**config.mk**
```make
export PLATFORM = sky130hd
export DESIGN_NAME = min_priority_job_queue
export DESIGN_NICKNAME = d
export VERILOG_FILES = /design/src/hw/rtl/mpjq_pkg.sv /design/src/hw/rtl/mpjq_ctrl.sv /design/src/hw/rtl/mpjq_datapath.sv /design/src/hw/rtl/min_priority_job_queue.sv
export SDC_FILE = /design/constraint.sdc
export NUM_CORES = 1
export LEC_CHECK = 0
export BUFFER_PORTS_ARGS = -buffer_cell sky130_fd_sc_hd__clkbuf_2
export CORE_ASPECT_RATIO = 0.8
export CORE_MARGIN = 2
export CORE_UTILIZATION = 50
export CTS_BUF_LIST = sky130_fd_sc_hd__clkbuf_16
export CTS_CLUSTER_DIAMETER = 50
export DETAILED_ROUTE_END_ITERATION = 7
export PLACE_DENSITY = 0.75
export SYNTH_ARGS = -nofsm -noshare
export SYNTH_HDL_FRONTEND = slang
export SYNTH_SLANG_ARGS = --single-unit
```
**constraint.sdc**
```tcl
create_clock -name i_clk -period 8.7 [get_ports i_clk]
set_input_delay 2.175 -clock i_clk [delete_from_list [all_inputs] [get_ports i_clk]]
set_output_delay 2.175 -clock i_clk [all_outputs]
set_load 0.1 [all_outputs]
```
**src/hw/rtl/mpjq_pkg.sv**
```systemverilog
package mpjq_pkg;

    localparam int QUEUE_DEPTH = 16;
    localparam int IDX_W = (QUEUE_DEPTH > 1) ? $clog2(QUEUE_DEPTH) : 1;
    localparam int CNT_W = $clog2(QUEUE_DEPTH + 1);

    typedef enum logic [1:0] {
        ST_OK    = 2'd0,
        ST_FULL  = 2'd1,
        ST_EMPTY = 2'd2
    } t_status;

    typedef enum logic [0:0] {
        CMD_ENQ = 1'b0,
        CMD_DEQ = 1'b1
    } t_command;

    typedef enum logic [2:0] {
        RES_NONE,
        RES_ENQ,
        RES_FULL,
        RES_EMPTY,
        RES_DEQ
    } t_res;

    typedef enum logic [2:0] {
        S_IDLE,
        S_SCAN,
        S_SCAN_END,
        S_MOVE_INIT,
        S_MOVE,
        S_MOVE_END
    } t_state;

    typedef struct packed {
        logic [15:0] id;
        logic [15:0] prio;
    } t_job;

    typedef struct packed {
        logic enq_wr;
        logic scan_init;
        logic scan_issue;
        logic move_init;
        logic move_issue;
        logic deq_done;
        t_res res;
    } t_dp_cmd;

    typedef struct packed {
        logic full;
        logic empty;
        logic scan_last;
        logic move_more;
    } t_dp_sts;

endpackage

```
**src/hw/rtl/mpjq_ctrl.sv**
```systemverilog
module mpjq_ctrl (
    input  logic              i_clk,
    input  logic              i_rst_n,
    input  logic              start,
    input  logic              i_command,
    input  mpjq_pkg::t_dp_sts i_sts,
    output mpjq_pkg::t_dp_cmd o_cmd,
    output logic              busy
);
    import mpjq_pkg::*;

    t_state r_state;
    t_state n_state;

    always_ff @(posedge i_clk) begin
        if (!i_rst_n) begin
            r_state <= S_IDLE;
        end else begin
            r_state <= n_state;
        end
    end

    always_comb begin
        n_state = r_state;
        o_cmd   = '0;
        o_cmd.res = RES_NONE;
        busy    = 1'b1;
        case (r_state)
            S_IDLE: begin
                busy = 1'b0;
                if (start) begin
                    if (t_command'(i_command) == CMD_ENQ) begin
                        if (i_sts.full) begin
                            o_cmd.res = RES_FULL;
                        end else begin
                            o_cmd.enq_wr = 1'b1;
                            o_cmd.res    = RES_ENQ;
                        end
                    end else if (i_sts.empty) begin
                        o_cmd.res = RES_EMPTY;
                    end else begin
                        o_cmd.scan_init = 1'b1;
                        n_state = S_SCAN;
                    end
                end
            end
            S_SCAN: begin
                o_cmd.scan_issue = 1'b1;
                if (i_sts.scan_last) begin
                    n_state = S_SCAN_END;
                end
            end
            S_SCAN_END: begin
                n_state = S_MOVE_INIT;
            end
            S_MOVE_INIT: begin
                o_cmd.move_init = 1'b1;
                n_state = S_MOVE;
            end
            S_MOVE: begin
                if (i_sts.move_more) begin
                    o_cmd.move_issue = 1'b1;
                end else begin
                    n_state = S_MOVE_END;
                end
            end
            S_MOVE_END: begin
                o_cmd.deq_done = 1'b1;
                o_cmd.res      = RES_DEQ;
                n_state = S_IDLE;
            end
            default: begin
                n_state = S_IDLE;
            end
        endcase
    end

endmodule

```
**src/hw/rtl/mpjq_datapath.sv**
```systemverilog
module mpjq_datapath (
    input  logic              i_clk,
    input  logic              i_rst_n,
    input  mpjq_pkg::t_dp_cmd i_cmd,
    input  logic [15:0]       i_job_id,
    input  logic [15:0]       i_priority_req,
    output mpjq_pkg::t_dp_sts o_sts,
    output logic              o_valid,
    output logic [1:0]        o_status,
    output logic [15:0]       o_out_id,
    output logic [15:0]       o_out_priority,
    output logic [4:0]        o_jobs_held
);
    import mpjq_pkg::*;

    t_job             r_mem [QUEUE_DEPTH];
    t_job             r_rd;
    logic             r_rd_vld;
    logic             r_mv_vld;
    logic [IDX_W-1:0] r_idx;
    logic [IDX_W-1:0] r_rd_idx;
    logic [IDX_W-1:0] r_wr_idx;
    logic [IDX_W-1:0] r_best_idx;
    t_job             r_best;
    logic [CNT_W-1:0] r_count;
    logic             r_valid;
    t_status          r_status;
    logic [15:0]      r_out_id;
    logic [15:0]      r_out_prio;

    logic [IDX_W-1:0] rd_addr;
    logic             rd_en;
    logic             wr_en;
    logic [IDX_W-1:0] wr_addr;
    t_job             wr_data;
    logic [CNT_W-1:0] idx_next;

    assign idx_next = CNT_W'(r_idx) + CNT_W'(1);
    assign rd_addr  = i_cmd.move_issue ? IDX_W'(r_idx + IDX_W'(1)) : r_idx;
    assign rd_en    = i_cmd.scan_issue | i_cmd.move_issue;
    assign wr_en    = i_cmd.enq_wr | r_mv_vld;
    assign wr_addr  = i_cmd.enq_wr ? r_count[IDX_W-1:0] : r_wr_idx;
    assign wr_data  = i_cmd.enq_wr ? t_job'{id: i_job_id, prio: i_priority_req} : r_rd;

    assign o_sts.full      = (r_count == CNT_W'(QUEUE_DEPTH));
    assign o_sts.empty     = (r_count == '0);
    assign o_sts.scan_last = (CNT_W'(r_idx) == r_count - CNT_W'(1));
    assign o_sts.move_more = (idx_next < r_count);

    always_ff @(posedge i_clk) begin
        if (wr_en) begin
            r_mem[wr_addr] <= wr_data;
        end
        if (rd_en) begin
            r_rd <= r_mem[rd_addr];
        end
    end

    always_ff @(posedge i_clk) begin
        if (!i_rst_n) begin
            r_rd_vld <= 1'b0;
            r_mv_vld <= 1'b0;
            r_count  <= '0;
            r_valid  <= 1'b0;
        end else begin
            r_rd_vld <= i_cmd.scan_issue;
            r_mv_vld <= i_cmd.move_issue;
            if (i_cmd.enq_wr) begin
                r_count <= r_count + CNT_W'(1);
            end else if (i_cmd.deq_done) begin
                r_count <= r_count - CNT_W'(1);
            end
            r_valid <= (i_cmd.res != RES_NONE);
        end
    end

    always_ff @(posedge i_clk) begin
        if (i_cmd.scan_init) begin
            r_idx <= '0;
        end else if (i_cmd.scan_issue) begin
            r_idx <= IDX_W'(idx_next);
        end else if (i_cmd.move_init) begin
            r_idx <= r_best_idx;
        end else if (i_cmd.move_issue) begin
            r_idx <= IDX_W'(idx_next);
        end
        if (i_cmd.scan_issue) begin
            r_rd_idx <= r_idx;
        end
        if (i_cmd.move_issue) begin
            r_wr_idx <= r_idx;
        end
        if (r_rd_vld && ((r_rd_idx == '0) || (r_rd.prio < r_best.prio))) begin
            r_best     <= r_rd;
            r_best_idx <= r_rd_idx;
        end
        case (i_cmd.res)
            RES_ENQ: begin
                r_status   <= ST_OK;
                r_out_id   <= '0;
                r_out_prio <= '0;
            end
            RES_FULL: begin
                r_status   <= ST_FULL;
                r_out_id   <= '0;
                r_out_prio <= '0;
            end
            RES_EMPTY: begin
                r_status   <= ST_EMPTY;
                r_out_id   <= '0;
                r_out_prio <= '0;
            end
            RES_DEQ: begin
                r_status   <= ST_OK;
                r_out_id   <= r_best.id;
                r_out_prio <= r_best.prio;
            end
            default: begin
            end
        endcase
    end

    assign o_valid        = r_valid;
    assign o_status       = r_status;
    assign o_out_id       = r_out_id;
    assign o_out_priority = r_out_prio;
    assign o_jobs_held    = 5'(r_count);

endmodule

```
**src/hw/rtl/min_priority_job_queue.sv**
```systemverilog
// Channel  | Handshake            | Fields
// ---------+----------------------+-----------------------------------------------
// command  | start high, busy low | i_command, i_job_id, i_priority_req
// result   | o_valid, one cycle   | o_status, o_out_id, o_out_priority, o_jobs_held
//
// An enqueue, and any command that finds the queue full or empty, gives its result
// one cycle after the beat, and a new beat may be taken in that cycle.
// A dequeue scans all n held jobs for the lowest priority, then moves every job above that
// slot down one, as the one read port of the job memory serves the scan and compaction.
// Reset is synchronous and active low; it empties the queue and drops any result.
// The receiver cannot stall; busy is the only back pressure.
module min_priority_job_queue (
    input  logic        i_clk,
    input  logic        i_rst_n,
    input  logic        start,
    input  logic        i_command,
    input  logic [15:0] i_job_id,
    input  logic [15:0] i_priority_req,
    output logic        busy,
    output logic        o_valid,
    output logic [1:0]  o_status,
    output logic [15:0] o_out_id,
    output logic [15:0] o_out_priority,
    output logic [4:0]  o_jobs_held
);
    import mpjq_pkg::*;

    t_dp_cmd cmd;
    t_dp_sts sts;

    mpjq_ctrl u_ctrl (
        .i_clk     (i_clk),
        .i_rst_n   (i_rst_n),
        .start     (start),
        .i_command (i_command),
        .i_sts     (sts),
        .o_cmd     (cmd),
        .busy      (busy)
    );

    mpjq_datapath u_dp (
        .i_clk          (i_clk),
        .i_rst_n        (i_rst_n),
        .i_cmd          (cmd),
        .i_job_id       (i_job_id),
        .i_priority_req (i_priority_req),
        .o_sts          (sts),
        .o_valid        (o_valid),
        .o_status       (o_status),
        .o_out_id       (o_out_id),
        .o_out_priority (o_out_priority),
        .o_jobs_held    (o_jobs_held)
    );

endmodule

```
## Word-level counts from Yosys, hierarchy flattened

Memories as Yosys holds them, arrays and structs flattened. A register that Yosys moved wholly into a read port is not among the register bits.
Cells that the tools add are included.

| operators by class | value |
|---|---|
| $add $sub $neg | 4 |
| order comparisons | 2 |
| equality and inequality tests | 16 |
| multiplexer cells | 36 |
| bitwise gates (word level) | 2 |
| reduce and logical (&&, ||, !) cells | 13 |

Operator list:

| cell | number |
|---|---|
| $pmux W16 S2 | 2 |
| $mux W32 | 1 |
| $mux W3 | 7 |
| $mux W4 | 5 |
| $lt A16 B16 Y1 | 1 |
| $pmux W3 S5 | 1 |
| $eq A3 B2 Y1 const B | 4 |
| $mux W1 | 12 |
| $mux W5 | 2 |
| $ne A2 B2 Y1 const B | 5 |
| $eq A3 B3 Y1 const B | 3 |
| $reduce_bool A3 Y1 | 3 |
| $mux W2 | 4 |
| $eq A3 B1 Y1 const B | 2 |
| $pmux W2 S3 | 1 |
| $pmux W3 S2 | 1 |
| $add A4 B1 Y5 const B | 1 |
| $add A5 B1 Y5 const B | 1 |
| $eq A4 B5 Y1 | 1 |
| $eq A5 B5 Y1 const B | 1 |
| $logic_not A5 Y1 | 1 |
| $lt A5 B5 Y1 | 1 |
| $reduce_and A5 Y1 | 1 |
| $sub A5 B1 Y5 const B | 1 |
| other kinds (9) | 11 |

| word-level totals | value |
|---|---|
| register bits | 93 |
| memory bits (writable) | 512 |
| input bits | 36 |
| output and inout port bits | 41 |
| word-level logic and storage cells | 88 |
| memories kept | 1 |

Memory list:

| memory | depth | bits a word | read ports | clocked after memory_dff | write ports | RTL line | text |
|---|---|---|---|---|---|---|---|
| u_dp.r_mem | 16 | 32 | 1 | 1 | 1 | mpjq_datapath.sv:16 | `t_job r_mem [QUEUE_DEPTH];` |

## Depth between registers and ports, before layout

| depth | value |
|---|---|
| depth after elaboration | 8 |
| gate-level depth with buffers | 16 |
| depth with buffers taken out | 12 |

## By module

A second synthesis with hierarchy kept.

| second synthesis, totals | value |
|---|---|
| cell total of the unflattened synthesis | 1,628 |
| area total of the unflattened synthesis | 27,533.9 µm² |

Modules (own cells, without submodules):

| module | times used | cells an instance | area an instance (µm²) | sequential area each (µm²) |
|---|---|---|---|---|
| mpjq_datapath | 1 | 1,598 | 27,291.2 | 18,918.1 |
| mpjq_ctrl | 1 | 30 | 242.7 | 60.1 |

## Worst setup path before layout

No wires, ideal clock.

| timing path | value |
|---|---|
| path type | input to register |
| start | input i_command |
| end | register u_dp.r_out_id[0] (netlist: u_dp.o_out_id[0]), enable pin |
| setup time | 467 ps |
| data arrival time | 4,639 ps |
| data required time | 8,233 ps |
| slack | 3,593 ps |
| stages on the path | 2 |
| cell sequence | nor2b_1 -> o21ai_0 |

| on the way | value |
|---|---|
| word-level cells in the longest chain between the ends | 6 |

Ends and longest elaborated chain:

| item | RTL line | text |
|---|---|---|
| from (decl) | min_priority_job_queue.sv:16 | `input logic i_command,` |
| $mux W3 * | mpjq_ctrl.sv:32 | `if (t_command'(i_command) == CMD_ENQ) begin` |
| $mux W3 * | mpjq_ctrl.sv:31 | `if (start) begin` |
| $pmux W3 S2 * | mpjq_ctrl.sv:28 | `case (r_state)` |
| $eq A3 B1 Y1 or $eq A3 B2 Y1 (tied branches) | mpjq_datapath.sv:97 | `case (i_cmd.res)` |
| $reduce_or A3 Y1 (no line) | - |  |
| $reduce_bool A2 Y1 (no line) * | - |  |
| to (signal assigned) | mpjq_datapath.sv:115 | `r_out_id <= r_best.id;` |
| to (decl) | mpjq_datapath.sv:28 | `logic [15:0] r_out_id;` |

Every way passes the cells marked *; elsewhere a longest branch is shown, timed or not.
A chain may end at the register's enable or synchronous reset.

## Worst setup path in the final report

| timing path | value |
|---|---|
| start | register u_dp.r_idx[0] |
| end | register u_dp.r_rd[30] (netlist name) |

| on the way | value |
|---|---|
| word-level cells in the longest chain between the ends | 5 |

Ends and longest elaborated chain:

| item | RTL line | text |
|---|---|---|
| from (decl) | mpjq_datapath.sv:20 | `logic [IDX_W-1:0] r_idx;` |
| from (signal assigned) | mpjq_datapath.sv:81 | `r_idx <= IDX_W'(idx_next);` |
| from (signal assigned) | mpjq_datapath.sv:83 | `r_idx <= r_best_idx;` |
| from (signal assigned) | mpjq_datapath.sv:85 | `r_idx <= IDX_W'(idx_next);` |
| $add A4 B1 Y5 | mpjq_datapath.sv:38 | `assign idx_next = CNT_W'(r_idx) + CNT_W'(1);` |
| $lt A5 B5 Y1 | mpjq_datapath.sv:48 | `assign o_sts.move_more = (idx_next < r_count);` |
| $mux W1 | mpjq_ctrl.sv:61 | `if (i_sts.move_more) begin` |
| $mux W1 | mpjq_ctrl.sv:28 |  |
| $mux W4 or $or A1 B1 Y1 (tied branches) | mpjq_datapath.sv:39, mpjq_datapath.sv:40 |  |

Several ways; a longest one is shown, not always the timed one.

==> flow_metrics.py <==
metrics = {
    "outcome": {
        "outcome": "complete, but fails checks",
        "violations": "design-rule violations",
    },
    "synthesis": {
        "synth_flop_cell": "edfxtp_1",
        "synthArstFlopShare": 0,
        "syn_inst": 2240,
        "synth-seq-cells": 637,
        "netlist-cell-type-count": 64,
        "synth_fp_nets": 2300,
        "synth.avg_cell_area_sq_um": 13.4,
        "synth_edf_count": 622,
        "yosys_warnings": 0,
        "synth_top_area_frac": 0.622,
        "syn-cell-area_sq_um": 30000,
        "yosysTopAreaCell": "edfxtp_1",
        "synthTopCellsByArea": "edfxtp_1 62%, mux2i_1 9.5%, nand2_1 2.6%, o22ai_1 2.6%, mux4_2 2.4%",
        "ys_seq_area_frac": 0.632,
    },
    "cts": {
        "cts_made_buffers": 69,
        "cts_root_buffer": "clkbuf_16",
        "cts_tree": "done",
        "clock_sinks": 637,
        "cts.path.max_buffers": 3,
        "postCtsSetupBuffers": 0,
        "clock_latency_ns": 0.61,
        "hold_buffers": 0,
        "cts_resized": 0,
        "clkTransAtPathRegs_ns": 0.06,
        "cts_max_level": 3,
    },
    "die": {
        "fp.coreArea_sq_um": 59600,
        "die_w_um": 278,
        "dieHeight_um": 223,
        "num_io_pins": 77,
        "dieArea_sq_um": 62100,
        "rows": 80,
        "initial_core_util": 0.505,
    },
    "critical_path": {
        "regToRegSetupSlack_ns": 3.46,
        "crit_fanout": 80,
        "r2r-end": "u_dp.r_rd[30]",
        "cp-end-kind": "flop",
        "worstSetupPathType": "reg -> reg",
        "crit_chain": "ha_4 -> ha_1 -> nor2b_1 -> o31a_1 -> o21ai_4 -> buf_4 -> mux2_2 -> nor2_1 -> o32a_1 -> nand4_1",
        "cp.arrival_ns": 5.70,
        "crit_family": "compound AO/OA/AOI/OAI gates",
        "required_ns": 9.16,
        "crit_buf_inv": 1,
        "cp-start-kind": "flop",
        "reg2reg_from": "u_dp.r_idx[0]",
        "r2r_cells": 10,
        "max_stage_delay_ns": 1.02,
        "crit_path_top_delay_cell": "o21ai_4",
    },
    "drt": {
        "route.met3.wl_mm": 10.4,
        "drt_iter0_drc": 2446,
        "dr_wl_met2_mm": 37.3,
        "wl_met1_mm": 32.1,
        "first_pass_iters": 8,
        "drc": 1,
        "avgRoutedWirePerCell_um": 26.4,
        "postRouteAntennaNets": 0,
        "viasPerCell": 6.64,
        "via_count": 20537,
        "finalWirelength_mm": 81.8,
        "routed.top_layer": "met4",
    },
    "sta": {
        "period_minus_slack_ns": 5.24,
        "tightestPinTransition_ns": 1.30,
        "slew_viol_final": 0,
        "relSlewSlack": 0.133,
        "skew_ns": 0.0256,
        "rsz0062_at_grt": "false",
        "fmax_ghz": 0.191,
        "period_share": 0.602,
        "setup_viol": 0,
        "hold_violations": 0,
        "fin_setup_tns_ns": 0,
        "hold_ws_ns": 0.450,
    },
    "worst_hold_path": {
        "holdCritPathClass": "reg -> reg",
        "min-delay-start": "u_dp.r_rd[26]",
        "hold_end": "u_dp.r_best[26]",
        "hold_depth": 0,
    },
    "finish": {
        "layout_common_cells": "622 x edfxtp_1, 285 x mux2i_1, 208 x nand2_1",
        "diodes": 0,
        "final_common_cell": "edfxtp_1",
        "drive_above_1_share": 0.136,
        "nets": 2325,
        "area_delta_synth_final_pct": 11.1,
    },
    "placement": {
        "gp_congestion": 0.831,
        "port_buffers": 76,
        "hpwl_mm": 45.7,
    },
    "global_routing": {
        "grt_pass1_vias": 20316,
        "grt_pass1_wl_mm": 123,
        "gr-total-overflow": 0,
        "grt_max_degree": 154,
        "grt_usage": 0.261,
        "grt_antenna_before_repair": 0,
    },
    "run": {
        "maxCapViolCount": 0,
    },
    "power_and_ir_drop": {
        "finalPower_mw": 10.2,
        "p_leak_nw": 11.4,
        "max-vdd-ir-drop_mv": 0.361,
        "power_density_nw_per_um2": 306,
    },
}
==> metal layers <==
layer,global-route usage,vias up
met5,0,-
li1,-,8810
met4,0.0807,0
met3,0.0748,169
met1,0.355,10254
met2,0.409,1304
==> kinds of logic after synthesis <==
family / Yosys count / share of synthesized area
flops: 637 / 0.632
xor+xnor: 10 / 0.00292
fa+ha+maj: 24 / 0.00999
compound gates: 482 / 0.111
mux: 350 / 0.131
buf+inv: 191 / 0.0284
simple gates: 546 / 0.0846
==> flip-flops by register name, indices dropped and copies added, names as in the netlist, 2 cells and up <==
register,flops
u_dp.o_jobs_held,5
u_dp.o_out_id,16
u_dp.r_best_idx,4
u_dp.r_idx,4
u_dp.o_out_priority,16
u_dp.r_mem,512
u_dp.o_status,2
u_dp.r_rd,32
u_ctrl.r_state,3
u_dp.r_rd_idx,4
u_dp.r_best,32
u_dp.r_wr_idx,4
==> how the worst max path moves through the flow <==
stage | cells after the start | from | end
floorplan | 2 | i_command | u_dp.o_out_id[0]
global placement | 6 | start | u_dp.r_mem[3][25]
detailed placement | 6 | start | u_dp.r_mem[3][29]
CTS | 11 | u_dp.r_idx[0] | u_dp.r_rd[30]
global route | 11 | u_dp.r_idx[0] | u_dp.r_rd[30]
finish | 10 | u_dp.r_idx[0] | u_dp.r_rd[30]
==> synthesized netlist by cell type, types with 3 or more instances <==
cell type and n:
o211ai_1 3, mux2_2 33, buf_6 6, nor2b_1 52
edfxtp_1 622, nor3_1 11, buf_1 20, o221ai_1 8
or3_1 8, and2_1 69, a32o_1 7, a31oi_1 10
nor3b_1 3, nand2_1 208, nand3_1 47, ha_1 24
a211oi_1 53, nor2_1 126, dfxtp_1 15, a2111oi_0 48
o21ai_0 39, clkbuf_1 86, buf_4 9, inv_1 26
o22ai_1 123, o32ai_1 15, a21oi_1 103, a32oi_1 48
mux4_2 32, nand2b_1 5, buf_2 42, mux2i_1 285
xnor2_1 8, nand4_1 5
==> through the flow <==
step / setup WS (ns) / cell area, sq um / std cells / util
floorplan: 3.59 / 30000 / 2240 / -
finish: 3.46 / 33400 / 3093 / 0.560
global route: 3.22 / 33400 / 3093 / 0.560
CTS: 3.62 / 33400 / 3093 / 0.560
detailed placement: 3.25 / 31200 / 2973 / 0.524
global placement: 3.38 / 31200 / 2973 / 0.524
==> final cells by class <==
class                      count  area (sq um)
fill                        4531         26200
sequential                   637         19000
multi-input combinational   1412         10400
clock buffer                  72          1800
tap                          779           975
timing repair buffer         117           713
clock inverter                48           349
inverter                      28           110
==> power breakdown <==
group          switching (mW)  internal, mW
sequential              0.178          3.62
clock                    1.18          1.62
combinational            2.27          1.34
total                    3.63          6.58
No activity file was read; power rests on OpenSTA's default activity.
